$ cat src/rtl/grx_pkg.sv
// ----------------------------------------------------------------------------
// grx_pkg
// Shared types, constants and the RGB444 palette for the glyph row expander.
// ----------------------------------------------------------------------------
package grx_pkg;

  localparam int PALETTE_SIZE = 11;
  localparam int MAX_PAIRS    = 4;
  localparam int QUEUE_DEPTH  = 2;

  localparam int ROW_W   = 8;
  localparam int IDX_W   = 4;
  localparam int GW_W    = 4;
  localparam int PAIRS_W = 3;
  localparam int COLOR_W = 12;
  localparam int BYTE_W  = 8;
  localparam int CFG_IDX_W  = 2;
  localparam int CFG_DATA_W = 4;

  localparam logic [CFG_IDX_W-1:0] REG_FG_INDEX    = 2'd0;
  localparam logic [CFG_IDX_W-1:0] REG_BG_INDEX    = 2'd1;
  localparam logic [CFG_IDX_W-1:0] REG_GLYPH_WIDTH = 2'd2;

  localparam logic [IDX_W-1:0] FG_RESET = 4'd1;
  localparam logic [IDX_W-1:0] BG_RESET = 4'd0;
  localparam logic [GW_W-1:0]  GW_RESET = 4'd8;

  // byte position within one pixel pair
  localparam logic [1:0] SEL_RG = 2'd0;
  localparam logic [1:0] SEL_BR = 2'd1;
  localparam logic [1:0] SEL_GB = 2'd2;

  typedef struct packed {
    logic [ROW_W-1:0]   row;
    logic [PAIRS_W-1:0] pairs;
  } row_entry_t;

  typedef struct packed {
    logic [BYTE_W-1:0] pixel_byte;
    logic              last_byte;
  } out_entry_t;

  typedef struct packed {
    logic [COLOR_W-1:0] fg_color;
    logic [COLOR_W-1:0] bg_color;
  } colors_t;

  typedef struct packed {
    logic busy;
    logic issue;
  } back_status_t;

  function automatic logic [COLOR_W-1:0] color_of(input logic [IDX_W-1:0] idx);
    logic [COLOR_W-1:0] c;
    case (idx)
      4'd0:    c = 12'hFFF;
      4'd1:    c = 12'h000;
      4'd2:    c = 12'hF00;
      4'd3:    c = 12'h0F0;
      4'd4:    c = 12'h00F;
      4'd5:    c = 12'h0FF;
      4'd6:    c = 12'hF0F;
      4'd7:    c = 12'hFF0;
      4'd8:    c = 12'hB22;
      4'd9:    c = 12'hFA0;
      4'd10:   c = 12'hF6A;
      default: c = 12'h000;
    endcase
    return c;
  endfunction

endpackage

$ cat src/rtl/glyph_row_to_rgb444_expander.sv
// ----------------------------------------------------------------------------
// glyph_row_to_rgb444_expander
// Expands two-color glyph rows into packed RGB444 display bytes.
// ----------------------------------------------------------------------------
// path: a row passes the row queue, the byte sequencer and the output queue
// throughput: one output byte per cycle while the output queue is not full,
//   three bytes per pixel pair, twelve per row at glyph width 7 or more
// rows with glyph width 0 are taken and produce nothing
// reset: synchronous active-low rst_n empties both queues and restores
//   fg_index 1, bg_index 0, glyph_width 8
module glyph_row_to_rgb444_expander #(
  parameter int QUEUE_DEPTH = grx_pkg::QUEUE_DEPTH
) (
  input  logic                           clk,
  input  logic                           rst_n,
  input  logic                           cfg_we,
  input  logic [grx_pkg::CFG_IDX_W-1:0]  cfg_index,
  input  logic [grx_pkg::CFG_DATA_W-1:0] cfg_wdata,
  input  logic                           in_push,
  output logic                           in_full,
  input  logic [grx_pkg::ROW_W-1:0]      in_glyph_row,
  input  logic                           out_pop,
  output logic                           out_empty,
  output logic [grx_pkg::BYTE_W-1:0]     out_pixel_byte,
  output logic                           out_last_byte
);

  logic                  q_push, q_pop, q_full, q_empty;
  grx_pkg::row_entry_t   q_wdata, q_rdata;
  grx_pkg::colors_t      colors;
  logic                  o_push, o_full;
  grx_pkg::out_entry_t   o_wdata, o_rdata;
  grx_pkg::back_status_t status;

  grx_front u_front (
    .clk          (clk),
    .rst_n        (rst_n),
    .cfg_we       (cfg_we),
    .cfg_index    (cfg_index),
    .cfg_wdata    (cfg_wdata),
    .in_push      (in_push),
    .in_glyph_row (in_glyph_row),
    .q_full       (q_full),
    .q_push       (q_push),
    .q_wdata      (q_wdata),
    .colors       (colors)
  );

  grx_fifo #(
    .WIDTH ($bits(grx_pkg::row_entry_t)),
    .DEPTH (QUEUE_DEPTH)
  ) u_row_q (
    .clk   (clk),
    .rst_n (rst_n),
    .push  (q_push),
    .wdata (q_wdata),
    .full  (q_full),
    .pop   (q_pop),
    .rdata (q_rdata),
    .empty (q_empty)
  );

  grx_back u_back (
    .clk     (clk),
    .rst_n   (rst_n),
    .colors  (colors),
    .q_empty (q_empty),
    .q_rdata (q_rdata),
    .q_pop   (q_pop),
    .o_full  (o_full),
    .o_push  (o_push),
    .o_wdata (o_wdata),
    .status  (status)
  );

  grx_fifo #(
    .WIDTH ($bits(grx_pkg::out_entry_t)),
    .DEPTH (QUEUE_DEPTH)
  ) u_out_q (
    .clk   (clk),
    .rst_n (rst_n),
    .push  (o_push),
    .wdata (o_wdata),
    .full  (o_full),
    .pop   (out_pop),
    .rdata (o_rdata),
    .empty (out_empty)
  );

  assign in_full        = q_full;
  assign out_pixel_byte = o_rdata.pixel_byte;
  assign out_last_byte  = o_rdata.last_byte;

`ifndef SYNTHESIS
  a_no_push_when_full: assert property (@(posedge clk) disable iff (!rst_n)
    status.issue |-> !o_full)
    else $error("byte issued into a full output queue");

  a_result_held: assert property (@(posedge clk) disable iff (!rst_n)
    (!out_empty && !out_pop) |=> !out_empty)
    else $error("waiting result lost without transfer");

  a_no_invented_bytes: assert property (@(posedge clk) disable iff (!rst_n)
    (!status.busy && q_empty && out_empty) |=> out_empty)
    else $error("result appeared with no row in progress");

  a_idle_no_issue: assert property (@(posedge clk) disable iff (!rst_n)
    !status.busy |-> !o_push)
    else $error("byte issued while sequencer idle");
`endif

endmodule

$ cat src/rtl/grx_fifo.sv
// ----------------------------------------------------------------------------
// grx_fifo
// Small synchronous queue with full and empty flags.
// ----------------------------------------------------------------------------
module grx_fifo #(
  parameter int WIDTH = 8,
  parameter int DEPTH = grx_pkg::QUEUE_DEPTH
) (
  input  logic             clk,
  input  logic             rst_n,
  input  logic             push,
  input  logic [WIDTH-1:0] wdata,
  output logic             full,
  input  logic             pop,
  output logic [WIDTH-1:0] rdata,
  output logic             empty
);

  localparam int AW = (DEPTH > 1) ? $clog2(DEPTH) : 1;
  localparam int CW = $clog2(DEPTH + 1);

  logic [WIDTH-1:0] data_r [DEPTH];
  logic [AW-1:0]    wr_ptr_r, wr_ptr_nxt;
  logic [AW-1:0]    rd_ptr_r, rd_ptr_nxt;
  logic [CW-1:0]    count_r, count_nxt;
  logic             do_push, do_pop;

  assign full    = (count_r == CW'(DEPTH));
  assign empty   = (count_r == '0);
  assign do_push = push && !full;
  assign do_pop  = pop && !empty;
  assign rdata   = data_r[rd_ptr_r];

  always_comb begin
    wr_ptr_nxt = wr_ptr_r;
    rd_ptr_nxt = rd_ptr_r;
    count_nxt  = count_r;
    if (do_push) begin
      wr_ptr_nxt = (wr_ptr_r == AW'(DEPTH - 1)) ? '0 : wr_ptr_r + 1'b1;
    end
    if (do_pop) begin
      rd_ptr_nxt = (rd_ptr_r == AW'(DEPTH - 1)) ? '0 : rd_ptr_r + 1'b1;
    end
    if (do_push && !do_pop) begin
      count_nxt = count_r + 1'b1;
    end else if (do_pop && !do_push) begin
      count_nxt = count_r - 1'b1;
    end
  end

  always_ff @(posedge clk) begin
    if (!rst_n) begin
      wr_ptr_r <= '0;
      rd_ptr_r <= '0;
      count_r  <= '0;
    end else begin
      wr_ptr_r <= wr_ptr_nxt;
      rd_ptr_r <= rd_ptr_nxt;
      count_r  <= count_nxt;
    end
  end

  always_ff @(posedge clk) begin
    if (do_push) begin
      data_r[wr_ptr_r] <= wdata;
    end
  end

endmodule

$ cat src/rtl/grx_front.sv
// ----------------------------------------------------------------------------
// grx_front
// Configuration registers, pair count and intake of glyph rows.
// ----------------------------------------------------------------------------
module grx_front (
  input  logic                                clk,
  input  logic                                rst_n,
  input  logic                                cfg_we,
  input  logic [grx_pkg::CFG_IDX_W-1:0]       cfg_index,
  input  logic [grx_pkg::CFG_DATA_W-1:0]      cfg_wdata,
  input  logic                                in_push,
  input  logic [grx_pkg::ROW_W-1:0]           in_glyph_row,
  input  logic                                q_full,
  output logic                                q_push,
  output grx_pkg::row_entry_t                 q_wdata,
  output grx_pkg::colors_t                    colors
);

  logic [grx_pkg::IDX_W-1:0]   fg_r, fg_nxt;
  logic [grx_pkg::IDX_W-1:0]   bg_r, bg_nxt;
  logic [grx_pkg::GW_W-1:0]    gw_r, gw_nxt;
  logic                        idx_ok;
  logic [grx_pkg::GW_W-1:0]    half;
  logic [grx_pkg::PAIRS_W-1:0] pairs;

  assign idx_ok = ({1'b0, cfg_wdata} < 5'(grx_pkg::PALETTE_SIZE));

  always_comb begin
    fg_nxt = fg_r;
    bg_nxt = bg_r;
    gw_nxt = gw_r;
    if (cfg_we) begin
      case (cfg_index)
        grx_pkg::REG_FG_INDEX: begin
          if (idx_ok) begin
            fg_nxt = cfg_wdata;
          end
        end
        grx_pkg::REG_BG_INDEX: begin
          if (idx_ok) begin
            bg_nxt = cfg_wdata;
          end
        end
        grx_pkg::REG_GLYPH_WIDTH: begin
          gw_nxt = cfg_wdata;
        end
        default: begin
        end
      endcase
    end
  end

  always_ff @(posedge clk) begin
    if (!rst_n) begin
      fg_r <= grx_pkg::FG_RESET;
      bg_r <= grx_pkg::BG_RESET;
      gw_r <= grx_pkg::GW_RESET;
    end else begin
      fg_r <= fg_nxt;
      bg_r <= bg_nxt;
      gw_r <= gw_nxt;
    end
  end

  // pairs = ceil(width / 2), saturated
  assign half  = 4'(({1'b0, gw_r} + 5'd1) >> 1);
  assign pairs = (half > 4'(grx_pkg::MAX_PAIRS)) ? 3'(grx_pkg::MAX_PAIRS) : half[2:0];

  // rows with no pairs are taken and dropped
  assign q_push        = in_push && !q_full && (pairs != '0);
  assign q_wdata.row   = in_glyph_row;
  assign q_wdata.pairs = pairs;

  assign colors.fg_color = grx_pkg::color_of(fg_r);
  assign colors.bg_color = grx_pkg::color_of(bg_r);

endmodule

$ cat src/rtl/grx_back.sv
// ----------------------------------------------------------------------------
// grx_back
// Byte sequencer: expands one queued row into packed RGB444 bytes.
// ----------------------------------------------------------------------------
module grx_back (
  input  logic                   clk,
  input  logic                   rst_n,
  input  grx_pkg::colors_t       colors,
  input  logic                   q_empty,
  input  grx_pkg::row_entry_t    q_rdata,
  output logic                   q_pop,
  input  logic                   o_full,
  output logic                   o_push,
  output grx_pkg::out_entry_t    o_wdata,
  output grx_pkg::back_status_t  status
);

  logic                        busy_r, busy_nxt;
  logic [grx_pkg::ROW_W-1:0]   row_r, row_nxt;
  logic [grx_pkg::PAIRS_W-1:0] npairs_r, npairs_nxt;
  logic [1:0]                  pair_r, pair_nxt;
  logic [1:0]                  sel_r, sel_nxt;
  logic                        issue, last_pair, last_of_row, load;
  logic [1:0]                  code;
  logic [grx_pkg::COLOR_W-1:0] c1, c2;
  logic [grx_pkg::BYTE_W-1:0]  byte_val;

  assign issue       = busy_r && !o_full;
  assign last_pair   = (({1'b0, pair_r} + 3'd1) == npairs_r);
  assign last_of_row = (sel_r == grx_pkg::SEL_GB) && last_pair;
  assign load        = !q_empty && (!busy_r || (issue && last_of_row));
  assign q_pop       = load;

  always_comb begin
    case (pair_r)
      2'd0:    code = row_r[7:6];
      2'd1:    code = row_r[5:4];
      2'd2:    code = row_r[3:2];
      default: code = row_r[1:0];
    endcase
  end

  assign c1 = code[1] ? colors.fg_color : colors.bg_color;
  assign c2 = code[0] ? colors.fg_color : colors.bg_color;

  always_comb begin
    case (sel_r)
      grx_pkg::SEL_RG: byte_val = c1[11:4];
      grx_pkg::SEL_BR: byte_val = {c1[3:0], c2[11:8]};
      default:         byte_val = c2[7:0];
    endcase
  end

  assign o_push             = issue;
  assign o_wdata.pixel_byte = byte_val;
  assign o_wdata.last_byte  = last_of_row;
  assign status.busy        = busy_r;
  assign status.issue       = issue;

  always_comb begin
    busy_nxt   = busy_r;
    row_nxt    = row_r;
    npairs_nxt = npairs_r;
    pair_nxt   = pair_r;
    sel_nxt    = sel_r;
    if (load) begin
      busy_nxt   = 1'b1;
      row_nxt    = q_rdata.row;
      npairs_nxt = q_rdata.pairs;
      pair_nxt   = '0;
      sel_nxt    = grx_pkg::SEL_RG;
    end else if (issue) begin
      if (sel_r == grx_pkg::SEL_GB) begin
        sel_nxt = grx_pkg::SEL_RG;
        if (last_pair) begin
          busy_nxt = 1'b0;
        end else begin
          pair_nxt = pair_r + 1'b1;
        end
      end else begin
        sel_nxt = sel_r + 1'b1;
      end
    end
  end

  always_ff @(posedge clk) begin
    if (!rst_n) begin
      busy_r <= 1'b0;
      pair_r <= '0;
      sel_r  <= grx_pkg::SEL_RG;
    end else begin
      busy_r <= busy_nxt;
      pair_r <= pair_nxt;
      sel_r  <= sel_nxt;
    end
  end

  always_ff @(posedge clk) begin
    row_r    <= row_nxt;
    npairs_r <= npairs_nxt;
  end

endmodule
$ cat config.mk
export PLATFORM = sky130hd
export DESIGN_NAME = glyph_row_to_rgb444_expander
export DESIGN_NICKNAME = d
export VERILOG_FILES = /design/src/rtl/grx_pkg.sv /design/src/rtl/glyph_row_to_rgb444_expander.sv /design/src/rtl/grx_fifo.sv /design/src/rtl/grx_front.sv /design/src/rtl/grx_back.sv
export SDC_FILE = /design/constraint.sdc
export NUM_CORES = 1
export LEC_CHECK = 0
export ABC_CLOCK_PERIOD_IN_PS = 2900
export CAP_MARGIN = 20
export CORE_MARGIN = 2
export CORE_UTILIZATION = 30
export CTS_BUF_LIST = sky130_fd_sc_hd__clkbuf_16
export DETAILED_ROUTE_END_ITERATION = 12
export DONT_BUFFER_PORTS = 1
export GPL_TIMING_DRIVEN = 0
export PLACE_DENSITY_LB_ADDON = 0.12
export SYNTH_ARGS = -nofsm -noshare
export SYNTH_HDL_FRONTEND = slang
export SYNTH_SLANG_ARGS = --single-unit
$ cat constraint.sdc
create_clock -name clk -period 2.9 [get_ports clk]
set_clock_uncertainty 0.2 [all_clocks]
set_input_delay 0.725 -clock clk [delete_from_list [all_inputs] [get_ports clk]]
set_output_delay 0.725 -clock clk [all_outputs]
set_load 0.01 [all_outputs]
Yosys cells after proc, flatten, opt, wreduce, memory -nomap -nowiden
Memories as Yosys holds them, arrays and structs flattened. A register that Yosys moved wholly into a read port is not among the register bits.
Cells that the tools add are included.
- register bits: 25
- memory bits (writable): 40
- memory bits (read-only): 384
- input port bits: 19
- output and inout port bits: 11
- logic and storage cells: 110
- memories: 4
- add/sub/neg operators: 12
- $lt $le $gt $ge: 2
- eq/ne operators: 9
- muxes and demuxes: 28
- bitwise gates (word level): 2
- reduce and logical (&&, ||, !) cells: 41
- memories (memory ; words ; width ; read ports ; clocked after Yosys merged registers in ; write ports ; RTL line ; text):
    (no name shown) ; 16 ; 12 ; 1 ; 1 ; 0 ; grx_pkg.sv:55 ; case (idx)
    (no name shown) ; 16 ; 12 ; 1 ; 1 ; 0 ; grx_pkg.sv:55 ;
    u_row_q.data_r ; 2 ; 11 ; 1 ; 1 ; 1 ; grx_fifo.sv:22 ; logic [WIDTH-1:0] data_r [DEPTH];
    u_out_q.data_r ; 2 ; 9 ; 1 ; 1 ; 1 ; grx_fifo.sv:22 ;
- operators by type and width (kind ; number):
    two-way mux 12 bit ; 2
    two-way mux 4 bit ; 4
    case mux 8 bit (2 select lines) ; 1
    logical AND 1 bit ; 14
    two-way mux 1 bit ; 14
    AND reduction 3 bit ; 4
    == test 2 bit (second input constant) ; 5
    logical NOT 2 bit ; 5
    two-way mux 2 bit ; 5
    nonzero test 2 bit ; 5
    logical NOT 1 bit ; 9
    adder 2 x 1 -> 2 bit (second input constant) ; 4
    == test 2 x 1 -> 1 bit (second input constant) ; 3
    case mux 2 bit (3 select lines) ; 1
    adder 4 x 1 -> 5 bit (second input constant) ; 1
    adder 1 bit (second input constant) ; 4
    greater-than comparator 4 x 3 -> 1 bit (second input constant) ; 1
    less-than comparator 4 bit (second input constant) ; 1
    subtractor 2 x 1 -> 2 bit (second input constant) ; 2
    adder 2 x 1 -> 3 bit (second input constant) ; 1
    == test 3 bit ; 1
    two-way mux 3 bit ; 1
    nonzero test 3 bit ; 1
    inverter 1 bit ; 2
    3 further kinds ; 3

Longest topological paths before layout
- depth in word-level cells: 10
- mapped depth: 10
- depth with buffers taken out: 10

By module
Synthesis repeated with hierarchy kept, for this count alone.
- cell total of the unflattened synthesis: 404
- area, all modules: 4683.2 µm²
- by module, submodules not included (module ; instances ; cells an instance ; area each (µm²)):
    grx_front ; 1 ; 166 ; 1552.7
    grx_back ; 1 ; 126 ; 1226.2
    grx_fifo at u_row_q ; 1 ; 59 ; 1023.5
    grx_fifo at u_out_q ; 1 ; 53 ; 880.8

Worst setup path after synthesis
Ideal clock, no wire load.
- kind: in2reg
- from: input port cfg_index[1] in the netlist's numbering
- to: register, netlist name u_front.colors[17]
- setup time: 0.058 ns
- arrival time: 2.770 ns
- required time: 2.642 ns
- slack: -0.128 ns
- cell stages on the path: 9
- buffers on the path: 0
- path through: nor3b_1 > a21boi_1 > mux2i_1 > inv_1 > ha_1 > inv_1 > o2111a_1 > a211oi_1 > a21o_1
- word-level cells in the longest chain between the ends: 4
- ends and longest elaborated chain (element ; RTL line ; text):
    from (decl) ; glyph_row_to_rgb444_expander.sv:17 ; input logic [grx_pkg::CFG_IDX_W-1:0] cfg_index,
    logical NOT 2 bit ; grx_front.sv:33 ; case (cfg_index)
    AND reduction 3 bit (no line) ; n/a ;
    two-way mux 4 bit (no line) (2 in a row) ; n/a ;
No other way between the ends.
A chain may end at the register's enable or synchronous reset.

==> results.py <==
metrics = {
    "route": {
        "drt_iter0_markers": 109,
        "drt-total-wl_um": 8515,
        "via_per_inst": 4.775,
        "remaining_drc_errors": 0,
        "drtAntennaViolNets": 0,
        "via_count": 2679,
        "drt_pass1_iterations": 4,
        "wl_per_cell_um": 15.18,
    },
    "synth": {
        "yosys.area.top_type": "edfxtp_1",
        "synth_area_um2": 4318,
        "avgSynthCellArea_um2": 11.90,
        "synth_fp_nets": 397,
        "yosys-top-cells-count": "edfxtp_1, dfxtp_1, nor2_1",
        "ys_seq_elements": 95,
        "synth-main-ff-cell": "edfxtp_1",
        "synth_edf_count": 51,
        "syn-instance-count": 363,
        "synth_seq_area_share": 0.5587,
        "yosysMostFrequentCell": "edfxtp_1",
        "synth_area_leaders": "edfxtp_1, dfxtp_1, mux2_2",
        "synth.top_cell.area_share": 0.3547,
        "ys_types": 54,
        "ys_warn_count": 0,
        "async_flop_share": 0,
    },
    "critical_path": {
        "path_class": "flop to flop",
        "cp_slowest_cell": "dfxtp_2",
        "path_cells": "inv_1, ha_1, xor2_1, nor4_2, a21boi_2, or2_2, ha_1, or3_1, a21oi_1",
        "critPathMaxStageDelay_ps": 380,
        "path_max_fanout": 5,
        "critPathCaptureType": "flop",
        "rrSetupSlack_ps": 130,
        "critPathBufInv": 1,
        "crit_family": "simple AND/OR/NAND/NOR gates",
        "startpoint_type": "flop",
        "cpMostUsedCell": "ha_1",
        "reg2reg_depth": 9,
        "path_depth": 9,
        "crit_arrival_ps": 2850,
        "required_ps": 2980,
    },
    "timing": {
        "max-slew-margin-rel": 0.4275,
        "setup_viol": 0,
        "period_share": 0.9548,
        "post-route-min-period_ps": 2769,
        "report.final.slew_viol_count": 0,
        "rsz0062_at_grt": "true",
        "hold_viol_final": 0,
        "tightestPinTransition_ps": 842.0,
        "fmax_ghz": 0.3611,
    },
    "global_routing": {
        "grt_max_degree": 17,
        "grt_pass1_wl_um": 13940,
        "grt_overflow": 0,
        "grt_usage": 0.1223,
        "antenna_found_initial": 0,
        "grt_pass1_vias": 2700,
    },
    "floorplanning": {
        "dieArea_um2": 15370,
        "start_util": 0.3087,
        "fp.dieW_um": 124.0,
        "die_y_um": 124.0,
        "rows": 43,
        "io_pins": 30,
        "core_um2": 13990,
    },
    "clock_tree": {
        "clk_latency_ps": 350,
        "clockRootBuffer": "clkbuf_16",
        "htreeDepth": 3,
        "cts_buffer_depth": 2,
        "tritoncts": "done",
        "clk_pin_slew_ps": 70,
        "numCtsBuffers": 9,
        "cts-hold-fix-buffers": 0,
        "clkSinkCount": 95,
    },
    "cells_and_area": {
        "layout-drive-gt1-share": 0.1759,
        "diodes": 0,
        "fin_cells": 561,
        "nNetsFinal": 410,
        "fin_util": 0.3499,
        "syn_to_final_growth_pct": 13.36,
    },
    "power_and_ir_drop": {
        "peakVddDrop_uv": 360.9,
        "p_leak_uw": 0.001830,
        "powerDensity_nw_per_um2": 836.8,
        "finalPower_uw": 4096,
    },
    "place": {
        "dp.cells": 543,
        "place_hpwl_um": 6137,
        "place_congestion": 0.7569,
        "io_buffer_count": 0,
    },
    "worst_hold_path": {
        "hold_path.class": "primary input to flop",
        "hold_depth": 0,
    },
    "flow_run": {
        "maxCapViolCount": 0,
    },
    "outcome": {
        "status": "finished, final reports clean",
    },
}
cell usage in the layout, fill, tap and decap left out, types with 5 or more instances in the layout:
master	instances
nor3_1	5
ha_1	15
a21o_1	7
a211o_1	5
inv_1	17
nor2_1	32
dfxtp_1	43
nor2b_1	6
mux2i_1	19
nand2_1	14
mux2_2	26
or3_1	7
a21oi_1	13
clkbuf_1	7
clkbuf_16	9
edfxtp_1	51
nand3_1	10
o21ai_0	14
nand2b_1	5
xor2_1	10
final timing paths:
kind                    startpoint                   end
hold / removal     in_glyph_row[5]  u_row_q.data_r[1][8]
hold reg to reg    u_front.fg_r[1]       u_front.fg_r[1]
setup / recovery  u_back.pair_r[0]    u_row_q.count_r[1]
setup reg to reg  u_back.pair_r[0]    u_row_q.count_r[1]
cells by family (layout without fill, tap and decap cells):
family | count (synthesis) | count (layout) | share of synthesized area
adder cells (fa/ha/maj) | 15 | 15 | 0.04347
XOR/XNOR | 13 | 13 | 0.02637
multiplexers | 48 | 48 | 0.1208
AO/OA/AOI/OAI | 61 | 61 | 0.09650
buffers and inverters | 29 | 47 | 0.02897
flip-flops | 95 | 95 | 0.5587
AND/OR/NAND/NOR | 102 | 102 | 0.1252
through the flow:
step	hold WS [ps]	area [um2]	setup WS (ps)	TNS (ps)
after floorplan	242.3	4323	6.098	0
after global placement	255.3	4548	-485.2	-7596
after detailed placement	269.4	4548	-529.3	-8568
after CTS	254.6	4872	7.577	0
after global routing	243.9	4895	-51.84	-51.84
final	271.2	4895	131.0	0
repair_timing:
| action | 4_1_cts | 5_1_grt |
|---|---|---|
| resized for setup | 5 | 6 |
| setup buffers | 1 | 0 |
| endpoints found under the setup margin | 19 | 9 |
| pin swaps | 1 | 0 |
per-layer routing:
metal,GRT usage,routed length (um),vias to the layer above,part of all wire
met2,0.1851,3701,48,0.43
met3,0.04350,430,10,0.050
met1,0.1612,4267,1281,0.50
met5,0,0,-,0
li1,-,-,1340,-
met4,0.04424,116,0,0.014
sequential cells by signal, summed over array words and instances (netlist names), named ones only:
signal / flops
u_row_q.rd_ptr_r: 1
u_row_q.count_r: 2
u_out_q.rd_ptr_r: 1
u_front.colors: 18
u_out_q.wr_ptr_r: 1
u_front.gw_r: 4
u_out_q.count_r: 2
u_back.npairs_r: 3
u_row_q.data_r: 22
u_row_q.wr_ptr_r: 1
u_back.busy_r: 1
u_back.row_r: 8
u_front.bg_r: 4
u_out_q.data_r: 18
u_back.pair_r: 2
u_back.sel_r: 2
u_front.fg_r: 4
power breakdown:
group          switching, uW  internal, uW
combinational            592           441
sequential               111          1770
clock                    510           668
area by class of cell:
cell class	count	area, um2
Inverter	17	63.81
Multi-Input combinational cell	239	1817
Clock inverter	7	72.57
Sequential cell	95	2414
Fill cell	1392	9094
Tap cell	180	225.2
Timing Repair Buffer	2	15.01
Clock buffer	9	225.2
Buffer	12	62.56
(Power assumes the default switching activity.)
